==> src/rtl/core/arim_pkg.sv <==
// ----------------------------------------------------------------------------
// arim_pkg: shared types and constants for the auto-ranging impedance meter
// Widths, register codes, range tables and sequencer states.
// ----------------------------------------------------------------------------
package arim_pkg;

	localparam int SAMPLE_W = 12;
	localparam int D_W      = SAMPLE_W + 1;
	localparam int CORR_W   = 16;
	localparam int RI_W     = 2;
	localparam int FI_W     = 3;
	localparam int EST_W    = 32;
	localparam int PER_W    = 13;
	localparam int WAV_W    = 9;

	// shared datapath widths
	localparam int ALU_W  = 76;  // cap numerator < 2^76
	localparam int DEN_W  = 62;  // cap denominator < 2^62
	localparam int REM_W  = 63;
	localparam int ROOT_W = 20;
	localparam int SQV_W  = 40;
	localparam int MCB_W  = 20;
	localparam int PRD_W  = 25;
	localparam int CNT_W  = 7;
	localparam int SQRT_FRAC = 8;

	localparam logic [RI_W-1:0] RI_MAX = 2'd3;
	localparam logic [FI_W-1:0] FI_MAX = 3'd5;

	localparam logic [1:0] REGIME_EST   = 2'd0;
	localparam logic [1:0] REGIME_UNDER = 2'd1;
	localparam logic [1:0] REGIME_OVER  = 2'd2;

	localparam int CFG_ADDR_W = 3;
	localparam int CFG_DATA_W = 16;
	localparam logic [CFG_ADDR_W-1:0] CFG_FULL_SCALE = 3'd0;
	localparam logic [CFG_ADDR_W-1:0] CFG_UNDER_THR  = 3'd1;
	localparam logic [CFG_ADDR_W-1:0] CFG_OVER_THR   = 3'd2;
	localparam logic [CFG_ADDR_W-1:0] CFG_RES_CORR   = 3'd3;
	localparam logic [CFG_ADDR_W-1:0] CFG_CAP_CORR   = 3'd4;

	localparam logic [SAMPLE_W-1:0] FULL_SCALE_RST = 12'd685;
	localparam logic [SAMPLE_W-1:0] UNDER_THR_RST  = 12'd137;
	localparam logic [SAMPLE_W-1:0] OVER_THR_RST   = 12'd548;
	localparam logic [CORR_W-1:0]   RES_CORR_RST   = 16'd812;
	localparam logic [CORR_W-1:0]   CAP_CORR_RST   = 16'd1222;

	localparam logic [ALU_W-1:0] K_PICO = 76'd1000000000000;

	typedef enum logic [3:0] {
		ST_IDLE,
		ST_PREP,
		ST_CHK,
		ST_SQRT,
		ST_MUL_DEN,
		ST_MUL_K,
		ST_MUL_NUM,
		ST_DIV,
		ST_OUT
	} arim_state_t;

	function automatic logic [16:0] res_ohms(input logic [RI_W-1:0] ri);
		case (ri)
			2'd0:    return 17'd3300;
			2'd1:    return 17'd10000;
			2'd2:    return 17'd33000;
			default: return 17'd100000;
		endcase
	endfunction

	function automatic logic [PER_W-1:0] timer_period(input logic [FI_W-1:0] fi);
		case (fi)
			3'd0:    return 13'd5555;
			3'd1:    return 13'd1111;
			3'd2:    return 13'd555;
			3'd3:    return 13'd555;
			default: return 13'd444;
		endcase
	endfunction

	function automatic logic [WAV_W-1:0] wave_samples(input logic [FI_W-1:0] fi);
		case (fi)
			3'd0, 3'd1, 3'd2: return 9'd360;
			3'd3:             return 9'd180;
			3'd4:             return 9'd90;
			default:          return 9'd45;
		endcase
	endfunction

	// 6283 * R * f, i.e. 2*pi scaled by 1000
	function automatic logic [41:0] den_const(input logic [RI_W-1:0] ri,
						  input logic [FI_W-1:0] fi);
		logic [41:0] r;
		logic [41:0] f;
		case (ri)
			2'd0:    r = 42'd3300;
			2'd1:    r = 42'd10000;
			2'd2:    r = 42'd33000;
			default: r = 42'd100000;
		endcase
		case (fi)
			3'd0:    f = 42'd6283 * 42'd50;
			3'd1:    f = 42'd6283 * 42'd250;
			3'd2:    f = 42'd6283 * 42'd500;
			3'd3:    f = 42'd6283 * 42'd1000;
			3'd4:    f = 42'd6283 * 42'd2500;
			default: f = 42'd6283 * 42'd5000;
		endcase
		case (ri)
			2'd0:    return f * 42'd3300;
			2'd1:    return f * 42'd10000;
			2'd2:    return f * 42'd33000;
			default: return (r == 42'd100000) ? f * 42'd100000 : f * 42'd100000;
		endcase
	endfunction

endpackage

==> src/rtl/core/auto_ranging_impedance_meter_top.sv <==
// ----------------------------------------------------------------------------
// auto_ranging_impedance_meter_top: one ranging step per input word
// Sorts a peak reading into a regime, steps the range, estimates R or C.
// ----------------------------------------------------------------------------
// Usage:
//  - Input words arrive on s_tvalid/s_tready/s_tdata/s_tuser. s_tdata holds
//    the 12-bit peak reading, s_tuser selects capacitance (1) or resistance.
//  - One result word per input leaves on m_tvalid/m_tready/m_tdata/m_tuser.
//  - Range stepping is settled at the accept edge; the estimate is built by
//    one shared 76-bit add/subtract unit under a small sequencer:
//    shift-add multiplies, a bit-per-cycle integer square root and a
//    restoring divider that produces one quotient bit per cycle.
//  - A word that is not established, or whose denominator check saturates,
//    goes to the output without the multiply and divide steps. A resistance
//    estimate runs two shift-add multiplies and then the divide; a
//    capacitance estimate runs the root, three multiplies and then the
//    divide. The divider dominates.
//  - s_tready is high only while the sequencer is idle; one word at a time.
//  - The result sits in an output register; a new word is taken while it
//    waits, and the sequencer holds its next result until m_tready frees it.
//  - Reset (arst_n low) returns both range indices to 0 and all
//    configuration registers to their defaults, and drops m_tvalid.
//  - Configuration: cfg_we writes cfg_wdata to register cfg_addr; write only
//    while idle.
// ----------------------------------------------------------------------------
module auto_ranging_impedance_meter_top (
	input  logic        clk,
	input  logic        arst_n,
	input  logic        s_tvalid,
	output logic        s_tready,
	input  logic [15:0] s_tdata,   // [11:0] peak_sample
	input  logic        s_tuser,   // [0] measure_capacitance
	output logic        m_tvalid,
	input  logic        m_tready,
	// [1:0] regime, [2] out_of_range, [4:3] res_index, [7:5] freq_index,
	// [20:8] timer_period, [29:21] wave_samples, [30] estimate_valid,
	// [62:31] estimate_value, [63] zero
	output logic [63:0] m_tdata,
	output logic        m_tuser,   // [0] estimate_is_capacitance
	input  logic        cfg_we,
	input  logic [2:0]  cfg_addr,
	input  logic [15:0] cfg_wdata
);

	localparam int AW = arim_pkg::ALU_W;

	arim_pkg::arim_state_t state_q, state_d;

	// configuration
	logic [arim_pkg::SAMPLE_W-1:0] fs_q, under_q, over_q;
	logic [arim_pkg::CORR_W-1:0]   rcorr_q, ccorr_q;

	// range state (new indices after each accept)
	logic [arim_pkg::RI_W-1:0] ri_q;
	logic [arim_pkg::FI_W-1:0] freq_q;

	// per-word hold
	logic [arim_pkg::RI_W-1:0]  old_ri_q;
	logic [arim_pkg::FI_W-1:0]  old_fi_q;
	logic [arim_pkg::D_W-1:0]   d_q;
	logic                       cap_q;
	logic [1:0]                 regime_q;
	logic                       oor_q;
	logic [arim_pkg::EST_W-1:0] est_q;

	// shared datapath
	logic [AW-1:0]                   acc_q, mca_q;
	logic [arim_pkg::MCB_W-1:0]      mcb_q;
	logic [arim_pkg::REM_W-1:0]      rem_q;
	logic [arim_pkg::DEN_W-1:0]      den_q;
	logic [arim_pkg::ROOT_W-1:0]     root_q;
	logic [arim_pkg::SQV_W-1:0]      sqv_q;
	logic [arim_pkg::PRD_W-1:0]      pa_q, pb_q;
	logic [arim_pkg::CNT_W-1:0]      cnt_q;

	// output register
	logic        m_tvalid_q;
	logic [63:0] m_tdata_q;
	logic        m_tuser_q;

	// ranging decision, combinational on the incoming word
	logic [arim_pkg::SAMPLE_W-1:0] v_in;
	logic                          cap_in;
	logic [arim_pkg::FI_W-1:0]     fi_c;
	logic [1:0]                    regime_n;
	logic [arim_pkg::RI_W-1:0]     nr;
	logic [arim_pkg::FI_W-1:0]     nf;
	logic                          oor_n;
	logic                          accept;
	logic                          out_load;

	assign v_in   = s_tdata[arim_pkg::SAMPLE_W-1:0];
	assign cap_in = s_tuser;
	assign fi_c   = (freq_q > arim_pkg::FI_MAX) ? arim_pkg::FI_MAX : freq_q;
	assign accept = s_tvalid && s_tready;

	always_comb begin
		if (v_in < under_q)
			regime_n = arim_pkg::REGIME_UNDER;
		else if (v_in > over_q)
			regime_n = arim_pkg::REGIME_OVER;
		else
			regime_n = arim_pkg::REGIME_EST;

		nr    = ri_q;
		nf    = fi_c;
		oor_n = 1'b0;
		if (!cap_in) begin
			nf = arim_pkg::FI_MAX;
			if (regime_n == arim_pkg::REGIME_OVER) begin
				if (ri_q < arim_pkg::RI_MAX) nr = ri_q + 2'd1;
				else oor_n = 1'b1;
			end else if (regime_n == arim_pkg::REGIME_UNDER) begin
				if (ri_q > 2'd0) nr = ri_q - 2'd1;
				else oor_n = 1'b1;
			end
		end else begin
			if (regime_n == arim_pkg::REGIME_OVER) begin
				if (ri_q < arim_pkg::RI_MAX) nr = ri_q + 2'd1;
				else if (fi_c < arim_pkg::FI_MAX) begin
					nf = fi_c + 3'd1;
					nr = 2'd0;
				end else oor_n = 1'b1;
			end else if (regime_n == arim_pkg::REGIME_UNDER) begin
				if (ri_q > 2'd0) nr = ri_q - 2'd1;
				else if (fi_c > 3'd0) begin
					nf = fi_c - 3'd1;
					nr = arim_pkg::RI_MAX;
				end else oor_n = 1'b1;
			end
		end
	end

	// shared add/subtract unit
	logic [AW-1:0] alu_a, alu_b;
	logic          alu_sub;
	logic [AW:0]   alu_sum;
	logic          alu_ge;
	logic [22:0]   sq_t;
	logic [arim_pkg::REM_W-1:0] div_t;
	logic [AW-1:0] acc_nxt;
	logic [arim_pkg::ROOT_W-1:0] root_nxt;
	logic [arim_pkg::PRD_W-1:0]  diff;
	logic          cnt_done;

	assign sq_t  = {rem_q[20:0], sqv_q[arim_pkg::SQV_W-1 -: 2]};
	assign div_t = {rem_q[arim_pkg::REM_W-2:0], acc_q[AW-1]};

	always_comb begin
		case (state_q)
			arim_pkg::ST_SQRT: begin
				alu_a   = AW'(sq_t);
				alu_b   = AW'({root_q, 2'b01});
				alu_sub = 1'b1;
			end
			arim_pkg::ST_DIV: begin
				alu_a   = AW'(div_t);
				alu_b   = AW'(den_q);
				alu_sub = 1'b1;
			end
			default: begin
				alu_a   = acc_q;
				alu_b   = mca_q;
				alu_sub = 1'b0;
			end
		endcase
	end

	assign alu_sum  = {1'b0, alu_a} + {1'b0, (alu_sub ? ~alu_b : alu_b)} + (AW+1)'(alu_sub);
	assign alu_ge   = alu_sum[AW];
	assign acc_nxt  = mcb_q[0] ? alu_sum[AW-1:0] : acc_q;
	assign root_nxt = {root_q[arim_pkg::ROOT_W-2:0], alu_ge};
	assign diff     = pa_q - pb_q;
	assign cnt_done = (cnt_q == '0);
	assign out_load = (state_q == arim_pkg::ST_OUT) && (!m_tvalid_q || m_tready);

	// sequencer
	always_ff @(posedge clk or negedge arst_n) begin
		if (!arst_n)
			state_q <= arim_pkg::ST_IDLE;
		else
			state_q <= state_d;
	end

	always_comb begin
		state_d  = state_q;
		s_tready = 1'b0;
		case (state_q)
			arim_pkg::ST_IDLE: begin
				s_tready = 1'b1;
				if (s_tvalid)
					state_d = (regime_n == arim_pkg::REGIME_EST) ?
						  arim_pkg::ST_PREP : arim_pkg::ST_OUT;
			end
			arim_pkg::ST_PREP: state_d = arim_pkg::ST_CHK;
			arim_pkg::ST_CHK: begin
				if (pa_q <= pb_q) state_d = arim_pkg::ST_OUT;
				else if (cap_q) state_d = arim_pkg::ST_SQRT;
				else state_d = arim_pkg::ST_MUL_K;
			end
			arim_pkg::ST_SQRT:    if (cnt_done) state_d = arim_pkg::ST_MUL_DEN;
			arim_pkg::ST_MUL_DEN: if (cnt_done) state_d = arim_pkg::ST_MUL_K;
			arim_pkg::ST_MUL_K:   if (cnt_done) state_d = arim_pkg::ST_MUL_NUM;
			arim_pkg::ST_MUL_NUM: if (cnt_done) state_d = arim_pkg::ST_DIV;
			arim_pkg::ST_DIV:     if (cnt_done) state_d = arim_pkg::ST_OUT;
			arim_pkg::ST_OUT:     if (!m_tvalid_q || m_tready) state_d = arim_pkg::ST_IDLE;
			default:              state_d = arim_pkg::ST_IDLE;
		endcase
	end

	// configuration and range registers
	always_ff @(posedge clk or negedge arst_n) begin
		if (!arst_n) begin
			fs_q    <= arim_pkg::FULL_SCALE_RST;
			under_q <= arim_pkg::UNDER_THR_RST;
			over_q  <= arim_pkg::OVER_THR_RST;
			rcorr_q <= arim_pkg::RES_CORR_RST;
			ccorr_q <= arim_pkg::CAP_CORR_RST;
			ri_q    <= '0;
			freq_q  <= '0;
		end else begin
			if (cfg_we) begin
				case (cfg_addr)
					arim_pkg::CFG_FULL_SCALE: fs_q    <= cfg_wdata[arim_pkg::SAMPLE_W-1:0];
					arim_pkg::CFG_UNDER_THR:  under_q <= cfg_wdata[arim_pkg::SAMPLE_W-1:0];
					arim_pkg::CFG_OVER_THR:   over_q  <= cfg_wdata[arim_pkg::SAMPLE_W-1:0];
					arim_pkg::CFG_RES_CORR:   rcorr_q <= cfg_wdata;
					arim_pkg::CFG_CAP_CORR:   ccorr_q <= cfg_wdata;
					default: ;
				endcase
			end
			if (accept) begin
				ri_q   <= nr;
				freq_q <= nf;
			end
		end
	end

	// datapath
	always_ff @(posedge clk) begin
		case (state_q)
			arim_pkg::ST_IDLE: begin
				if (accept) begin
					old_ri_q <= ri_q;
					old_fi_q <= fi_c;
					d_q      <= arim_pkg::D_W'(v_in) + 13'd1;
					cap_q    <= cap_in;
					regime_q <= regime_n;
					oor_q    <= oor_n;
					est_q    <= '0;
				end
			end
			arim_pkg::ST_PREP: begin
				if (cap_q) begin
					pa_q <= arim_pkg::PRD_W'(fs_q) * arim_pkg::PRD_W'(fs_q);
					pb_q <= arim_pkg::PRD_W'(d_q) * arim_pkg::PRD_W'(d_q);
				end else begin
					pa_q <= arim_pkg::PRD_W'(fs_q) * 25'd100;
					pb_q <= arim_pkg::PRD_W'(d_q) * 25'd99;
				end
			end
			arim_pkg::ST_CHK: begin
				acc_q <= '0;
				if (pa_q <= pb_q) begin
					// reading at or past full scale
					est_q <= cap_q ? '0 : '1;
				end else if (cap_q) begin
					sqv_q  <= arim_pkg::SQV_W'(diff) << (2 * arim_pkg::SQRT_FRAC);
					rem_q  <= '0;
					root_q <= '0;
					cnt_q  <= arim_pkg::CNT_W'(arim_pkg::ROOT_W - 1);
				end else begin
					den_q <= (arim_pkg::DEN_W'(diff) << 3) + (arim_pkg::DEN_W'(diff) << 1);
					mca_q <= AW'(arim_pkg::res_ohms(old_ri_q));
					mcb_q <= arim_pkg::MCB_W'(rcorr_q);
					cnt_q <= arim_pkg::CNT_W'(arim_pkg::CORR_W - 1);
				end
			end
			arim_pkg::ST_SQRT: begin
				rem_q  <= alu_ge ? arim_pkg::REM_W'(alu_sum[22:0]) : arim_pkg::REM_W'(sq_t);
				root_q <= root_nxt;
				sqv_q  <= sqv_q << 2;
				cnt_q  <= cnt_q - 7'd1;
				if (cnt_done) begin
					mca_q <= AW'(arim_pkg::den_const(old_ri_q, old_fi_q));
					mcb_q <= arim_pkg::MCB_W'(d_q);
					acc_q <= '0;
					cnt_q <= arim_pkg::CNT_W'(arim_pkg::D_W - 1);
				end
			end
			arim_pkg::ST_MUL_DEN, arim_pkg::ST_MUL_K, arim_pkg::ST_MUL_NUM: begin
				acc_q <= acc_nxt;
				mca_q <= mca_q << 1;
				mcb_q <= mcb_q >> 1;
				cnt_q <= cnt_q - 7'd1;
				if (cnt_done) begin
					if (state_q == arim_pkg::ST_MUL_DEN) begin
						den_q <= arim_pkg::DEN_W'(acc_nxt) << arim_pkg::SQRT_FRAC;
						mca_q <= arim_pkg::K_PICO;
						mcb_q <= arim_pkg::MCB_W'(ccorr_q);
						acc_q <= '0;
						cnt_q <= arim_pkg::CNT_W'(arim_pkg::CORR_W - 1);
					end else if (state_q == arim_pkg::ST_MUL_K) begin
						mca_q <= acc_nxt;
						mcb_q <= cap_q ? root_q : arim_pkg::MCB_W'(d_q);
						acc_q <= '0;
						cnt_q <= cap_q ? arim_pkg::CNT_W'(arim_pkg::ROOT_W - 1) :
							arim_pkg::CNT_W'(arim_pkg::D_W - 1);
					end else begin
						rem_q <= '0;
						cnt_q <= arim_pkg::CNT_W'(AW - 1);
					end
				end
			end
			arim_pkg::ST_DIV: begin
				rem_q <= alu_ge ? alu_sum[arim_pkg::REM_W-1:0] : div_t;
				acc_q <= {acc_q[AW-2:0], alu_ge};
				cnt_q <= cnt_q - 7'd1;
				if (cnt_done)
					est_q <= (|acc_q[AW-2:arim_pkg::EST_W-1]) ? '1 :
						 {acc_q[arim_pkg::EST_W-2:0], alu_ge};
			end
			default: ;
		endcase
	end

	// output register
	always_ff @(posedge clk or negedge arst_n) begin
		if (!arst_n)
			m_tvalid_q <= 1'b0;
		else if (out_load)
			m_tvalid_q <= 1'b1;
		else if (m_tready)
			m_tvalid_q <= 1'b0;
	end

	always_ff @(posedge clk) begin
		if (out_load) begin
			m_tdata_q <= {1'b0, est_q, (regime_q == arim_pkg::REGIME_EST),
				      arim_pkg::wave_samples(freq_q), arim_pkg::timer_period(freq_q),
				      freq_q, ri_q, oor_q, regime_q};
			m_tuser_q <= cap_q;
		end
	end

	assign m_tvalid = m_tvalid_q;
	assign m_tdata  = m_tdata_q;
	assign m_tuser  = m_tuser_q;

	// checks
	ap_freq_bound: assert property (@(posedge clk) disable iff (!arst_n)
		freq_q <= arim_pkg::FI_MAX)
		else $error("frequency index beyond top range");

	ap_accept_busy: assert property (@(posedge clk) disable iff (!arst_n)
		accept |=> state_q != arim_pkg::ST_IDLE)
		else $error("sequencer idle after accept");

	ap_no_est_zero: assert property (@(posedge clk) disable iff (!arst_n)
		m_tvalid && !m_tdata[30] |-> m_tdata[62:31] == 32'd0)
		else $error("estimate given without established regime");

	// resistance mode still forces the top frequency when out of range
	ap_oor_hold: assert property (@(posedge clk) disable iff (!arst_n)
		accept && oor_n |=> ri_q == $past(ri_q) &&
			(!$past(cap_in) || freq_q == $past(fi_c)))
		else $error("range moved while out of range");

endmodule
==> config.mk <==
export PLATFORM = sky130hd
export DESIGN_NAME = auto_ranging_impedance_meter_top
export DESIGN_NICKNAME = d
export VERILOG_FILES = /design/src/rtl/core/arim_pkg.sv /design/src/rtl/core/auto_ranging_impedance_meter_top.sv
export SDC_FILE = /design/constraint.sdc
export NUM_CORES = 2
export LEC_CHECK = 0
export ABC_AREA = 1
export BUFFER_PORTS_ARGS = -buffer_cell sky130_fd_sc_hd__buf_2
export CELL_PAD_IN_SITES_DETAIL_PLACEMENT = 2
export CELL_PAD_IN_SITES_GLOBAL_PLACEMENT = 2
export CORE_AREA = 5 5 386 388
export CTS_CLUSTER_SIZE = 40
export DETAILED_ROUTE_END_ITERATION = 8
export DIE_AREA = 0 0 391 393
export PLACE_DENSITY = 0.95
export SKIP_LAST_GASP = 1
export SLEW_MARGIN = 0
export SYNTH_ARGS = -nofsm -noshare
export SYNTH_HDL_FRONTEND = slang
export SYNTH_SLANG_ARGS = --single-unit
==> constraint.sdc <==
create_clock -name clk -period 12.3 [get_ports clk]
set_input_delay 0.615 -clock clk [delete_from_list [all_inputs] [get_ports clk]]
set_output_delay 0.615 -clock clk [all_outputs]
set_load 0.02 [all_outputs]
==> flow_summary.yaml, run 1 <==
grt:
  grt_max_degree: 77
  grt_usage_pct: 77.44
  overflow: 40
  grt_antenna_before_repair: 109
status:
  status: "stopped before the end"
  error_line: "[ERROR GRT-0232] Routing congestion too high. Check the congestion heatmap in the GUI."
  stop_stage: "5_1_grt"
floorplanning:
  start_util_pct: 42.60
  io_pins: 108
  rows: 140
  die_w_um: 391
  fp.dieH_um: 393
place:
  place_congestion: 0.9879
  port_buffers: 101
  hpwlAfterDp_um: 254300
yosys:
  synthTopCellsByArea: "edfxtp_1 25%, ha_1 14%, fa_1 10%, nand2_1 10%, inv_1 8.5%"
  synth-async-reset-ratio_pct: 13.29
  synth_area_mm2: 0.06179
  syn_inst: 7989
  ys.warnings.count: 0
  synth_flop_cell: "edfxtp_1"
  synth_edf_count: 509
  ys_ff_latch: 587
  ys_seq_area_share_pct: 27.94
  synth.largest_area_cell: "edfxtp_1"
  ys_types: 64
  avgSynthCellArea_um2: 7.735
  synth_top_cell_area_share_pct: 24.74
clock_network:
  post_cts_buffers: 0
  h-tree-depth: 3
  cts_buffer_depth: 3
  clock_sinks: 587
  cts_resized: 0
  numCtsBuffers: 74
  clock-root-buffer: "clkbuf_16"
==> through the flow <==
step	instance area, µm²	cells	utilization, %	worst slack, ps
after CTS	67040	9993	46.22	3828
after detailed placement	64520	9859	44.49	4078
after floorplan	61810	7994	-	4149
after global placement	64520	9859	44.49	4557
==> cell usage after synthesis, drive strengths merged (50+ instances only) <==
library cell	instances
buf	60
fa	315
clkbuf	180
nand3	299
o21ai	693
nor2	613
edfxtp	509
or2	50
xor2	119
a21oi	531
nand2	1683
ha	706
dfrtp	56
o22ai	72
xnor2	92
nor3	59
o211ai	75
inv	1405
==> repair_timing <==
action	4_1_cts
endpoints found under the setup margin	0
hold endpoints to repair	4
hold buffers	1
==> layer usage <==
layer	global-route usage, %	overflow
met2	90.49	15
met1	74.19	0
met3	66.98	6
met4	80.53	18
met5	51.48	1
==> cells by family after synthesis <==
logic type / count (synthesis) / share of synthesized area [%]
compound gates: 1687 / 15.52
buf+inv: 1651 / 10.13
simple gates: 2826 / 18.84
fa+ha+maj: 1021 / 24.50
mux: 4 / 0.06480
other cells: 2 / 0.01215
xor+xnor: 211 / 3.003
flops: 587 / 27.94
==> inputs of run 2 (changes only) <==
- CELL_PAD_IN_SITES_DETAIL_PLACEMENT: 2 -> not set
- CELL_PAD_IN_SITES_GLOBAL_PLACEMENT: 2 -> not set
- CORE_AREA: 5 5 386 388 -> 5 5 400 402
- CTS_CLUSTER_SIZE: 40 -> not set
- DIE_AREA: 0 0 391 393 -> 0 0 405 407
- PLACE_DENSITY: 0.95 -> not set
- PLACE_DENSITY_LB_ADDON: not set -> 0.15
==> flow_summary.yaml, run 2 <==
route:
  dr.pass1.iters: 6
  dr_total_vias: 55930
  drtAntennaViolNets: 0
  wl_um: 231300
  drc: 0
  routed_via_density: 5.520
  drt_iter0_drc: 5339
  wl_per_cell_um: 22.83
final_layout:
  final_common_cell: "nand2_1"
  stdcell_area_mm2: 0.06695
  drive_gt1_share_pct: 5.351
  nets: 9084
  syn_to_final_growth_pct: 8.353
  final_cell_mix: "1670 x nand2_1, 1392 x inv_1, 706 x ha_1"
  reg.largest.list: "acc_q x76, mca_q x76, rem_q x62"
place:
  hpwlAfterDp_um: 182900
  pre_cts_slack_ps: 4357
  place_congestion: 1.031
  port_buffers: 101
  place_area_mm2: 0.06477
yosys:
  synth_common_cells: "1672 x nand2_1, 1395 x inv_1, 706 x ha_1"
  synth.largest_area_cell: "edfxtp_1"
  ys.warnings.count: 0
  ys_types: 64
  synth_edf_count: 509
  synthTopCellsByArea: "edfxtp_1 25%, ha_1 14%, fa_1 10%, nand2_1 10%, inv_1 8.5%"
  ys_ff_latch: 587
  synth_flop_cell: "edfxtp_1"
  synth_top_cell_area_share_pct: 24.74
  synth_most_common_cell: "nand2_1"
  synth_area_mm2: 0.06179
  synth-async-reset-ratio_pct: 13.29
  ys_seq_area_share_pct: 27.94
  syn_inst: 7989
  avgSynthCellArea_um2: 7.735
timing:
  setup_ws_ps: 3982
  slew_violations: 0
  finalHoldViolations: 0
  rsz0062_at_grt: "no"
  fmax_ghz: 0.1202
  period_needed_ps: 8318
  clock_skew_ps: 51.51
  worst-slew-pin-transition_ps: 1286
  setup_violations: 0
  tns_ps: 0
  maxSlewHeadroom_pct: 13.36
  fin_crit_sh_pct: 67.63
worst_setup_path:
  worstSetupPathType: "reg -> reg"
  arrival_ps: 8740
  startpoint_type: "flop"
  crit_path_end_kind: "flop"
  max_stage_delay_ps: 1010
  cp_max_fo: 21
  cp.required_ps: 12720
  crit_slowest_cell: "o21ai_0"
status:
  status: "finished, final reports clean"
grt:
  overflow: 0
  grt_pass1_vias: 54430
  grt_usage_pct: 27.59
  grt_antenna_before_repair: 13
  grt_max_degree: 156
  grt_pass1_wl_um: 343300
clock_network:
  cts_tree: "done"
  clock_sinks: 587
  cts_buffer_depth: 3
  insertion_delay_ps: 670
  cts.reportedPaths.clkPinSlew_ps: 70
  h-tree-depth: 3
  numCtsBuffers: 71
  cts_resized: 0
  clock-root-buffer: "clkbuf_16"
min_path:
  min-delay-path-class: "in -> reg"
floorplanning:
  io_pins: 108
  die_w_um: 405
  start_util_pct: 39.70
  fp.dieH_um: 407
  rows: 145
  die-area_mm2: 0.1648
  core_area_mm2: 0.1557
run:
  maxCapViolCount: 0
==> run 2: cell counts after synthesis <==
No cell type changed its count.
==> run 2: worst max-delay path, delay by kind of cell (launching register included) <==
| kind | cells | cell delay [ps] |
|---|---|---|
| AOI/OAI and AO/OA | 6 | 1900 |
| buffers and inverters | 6 | 1560 |
| DFF | 1 | 610 |
| adders and majority gates | 6 | 2240 |
| xor gates and xnor gates | 1 | 150 |
| and+or+nand+nor | 7 | 1460 |
==> run 2: worst paths after layout <==
kind                                   from     endpoint  slack [ps]  cells after the start
worst max-delay path            old_fi_q[1]    mca_q[25]        3980                     26
worst min-delay path                s_tuser        cap_q         210                      1
worst max register to register  old_fi_q[1]    mca_q[25]        3980                     26
worst min register to register     est_q[5]  m_tdata[36]         420                      0
max in group asynchronous            arst_n   state_q[1]       10820                      3
min in group asynchronous            arst_n    over_q[6]         370                      2
==> run 2: timing repair <==
action                                 in CTS  in global routing
setup buffers                               0                  0
endpoints found under the hold margin      15                  0
hold buffers                                1                  0
==> run 2: area by class of cell <==
class | count | area (µm²)
repair buffers | 195 | 1229
multi-input cells | 5756 | 38410
clock buffers | 88 | 1851
diodes | 1 | 2.502
inverters | 1411 | 5298
flip-flops and latches | 587 | 17260
clock inverters | 36 | 320.3
well taps | 2058 | 2575
fillers | 16040 | 88710
==> run 2: through the flow <==
| step | instances | utilization [%] | hold WS, ps |
|---|---|---|---|
| 6_report | 10130 | 43.01 | 212.9 |
| 5_1_grt | 10130 | 43.01 | 179.9 |
| 4_1_cts | 10130 | 43.01 | 164.2 |
| 3_5_place_dp | 10010 | 41.61 | 404.5 |
| 3_3_place_gp | 10010 | 41.61 | 405.0 |
| 2_1_floorplan | 7994 | - | 319.4 |
==> run 2: metal layers <==
metal | up-vias | routed length, µm | track usage [%]
met1 | 26880 | 102300 | 38.70
met3 | 375 | 20290 | 5.067
li1 | 26450 | - | -
met2 | 2202 | 100200 | 43.19
met4 | 12 | 8398 | 8.817
met5 | - | 71 | 0
==> run 2: cell families (layout without fill, tap and decap cells) <==
logic type	count (synthesis)	count (layout)	share of synthesized area, %
AO/OA/AOI/OAI	1687	1687	15.52
XOR/XNOR	211	211	3.003
adder cells (fa/ha/maj)	1021	1021	24.50
buffers and inverters	1651	1730	10.13
flip-flops	587	587	27.94
multiplexers	4	4	0.06480
other	2	8	0.01215
AND/OR/NAND/NOR	2826	2826	18.84
Power of run 2 is not shown: default switching activity piles up to over one toggle a cycle in this logic, so the estimate is an artifact.
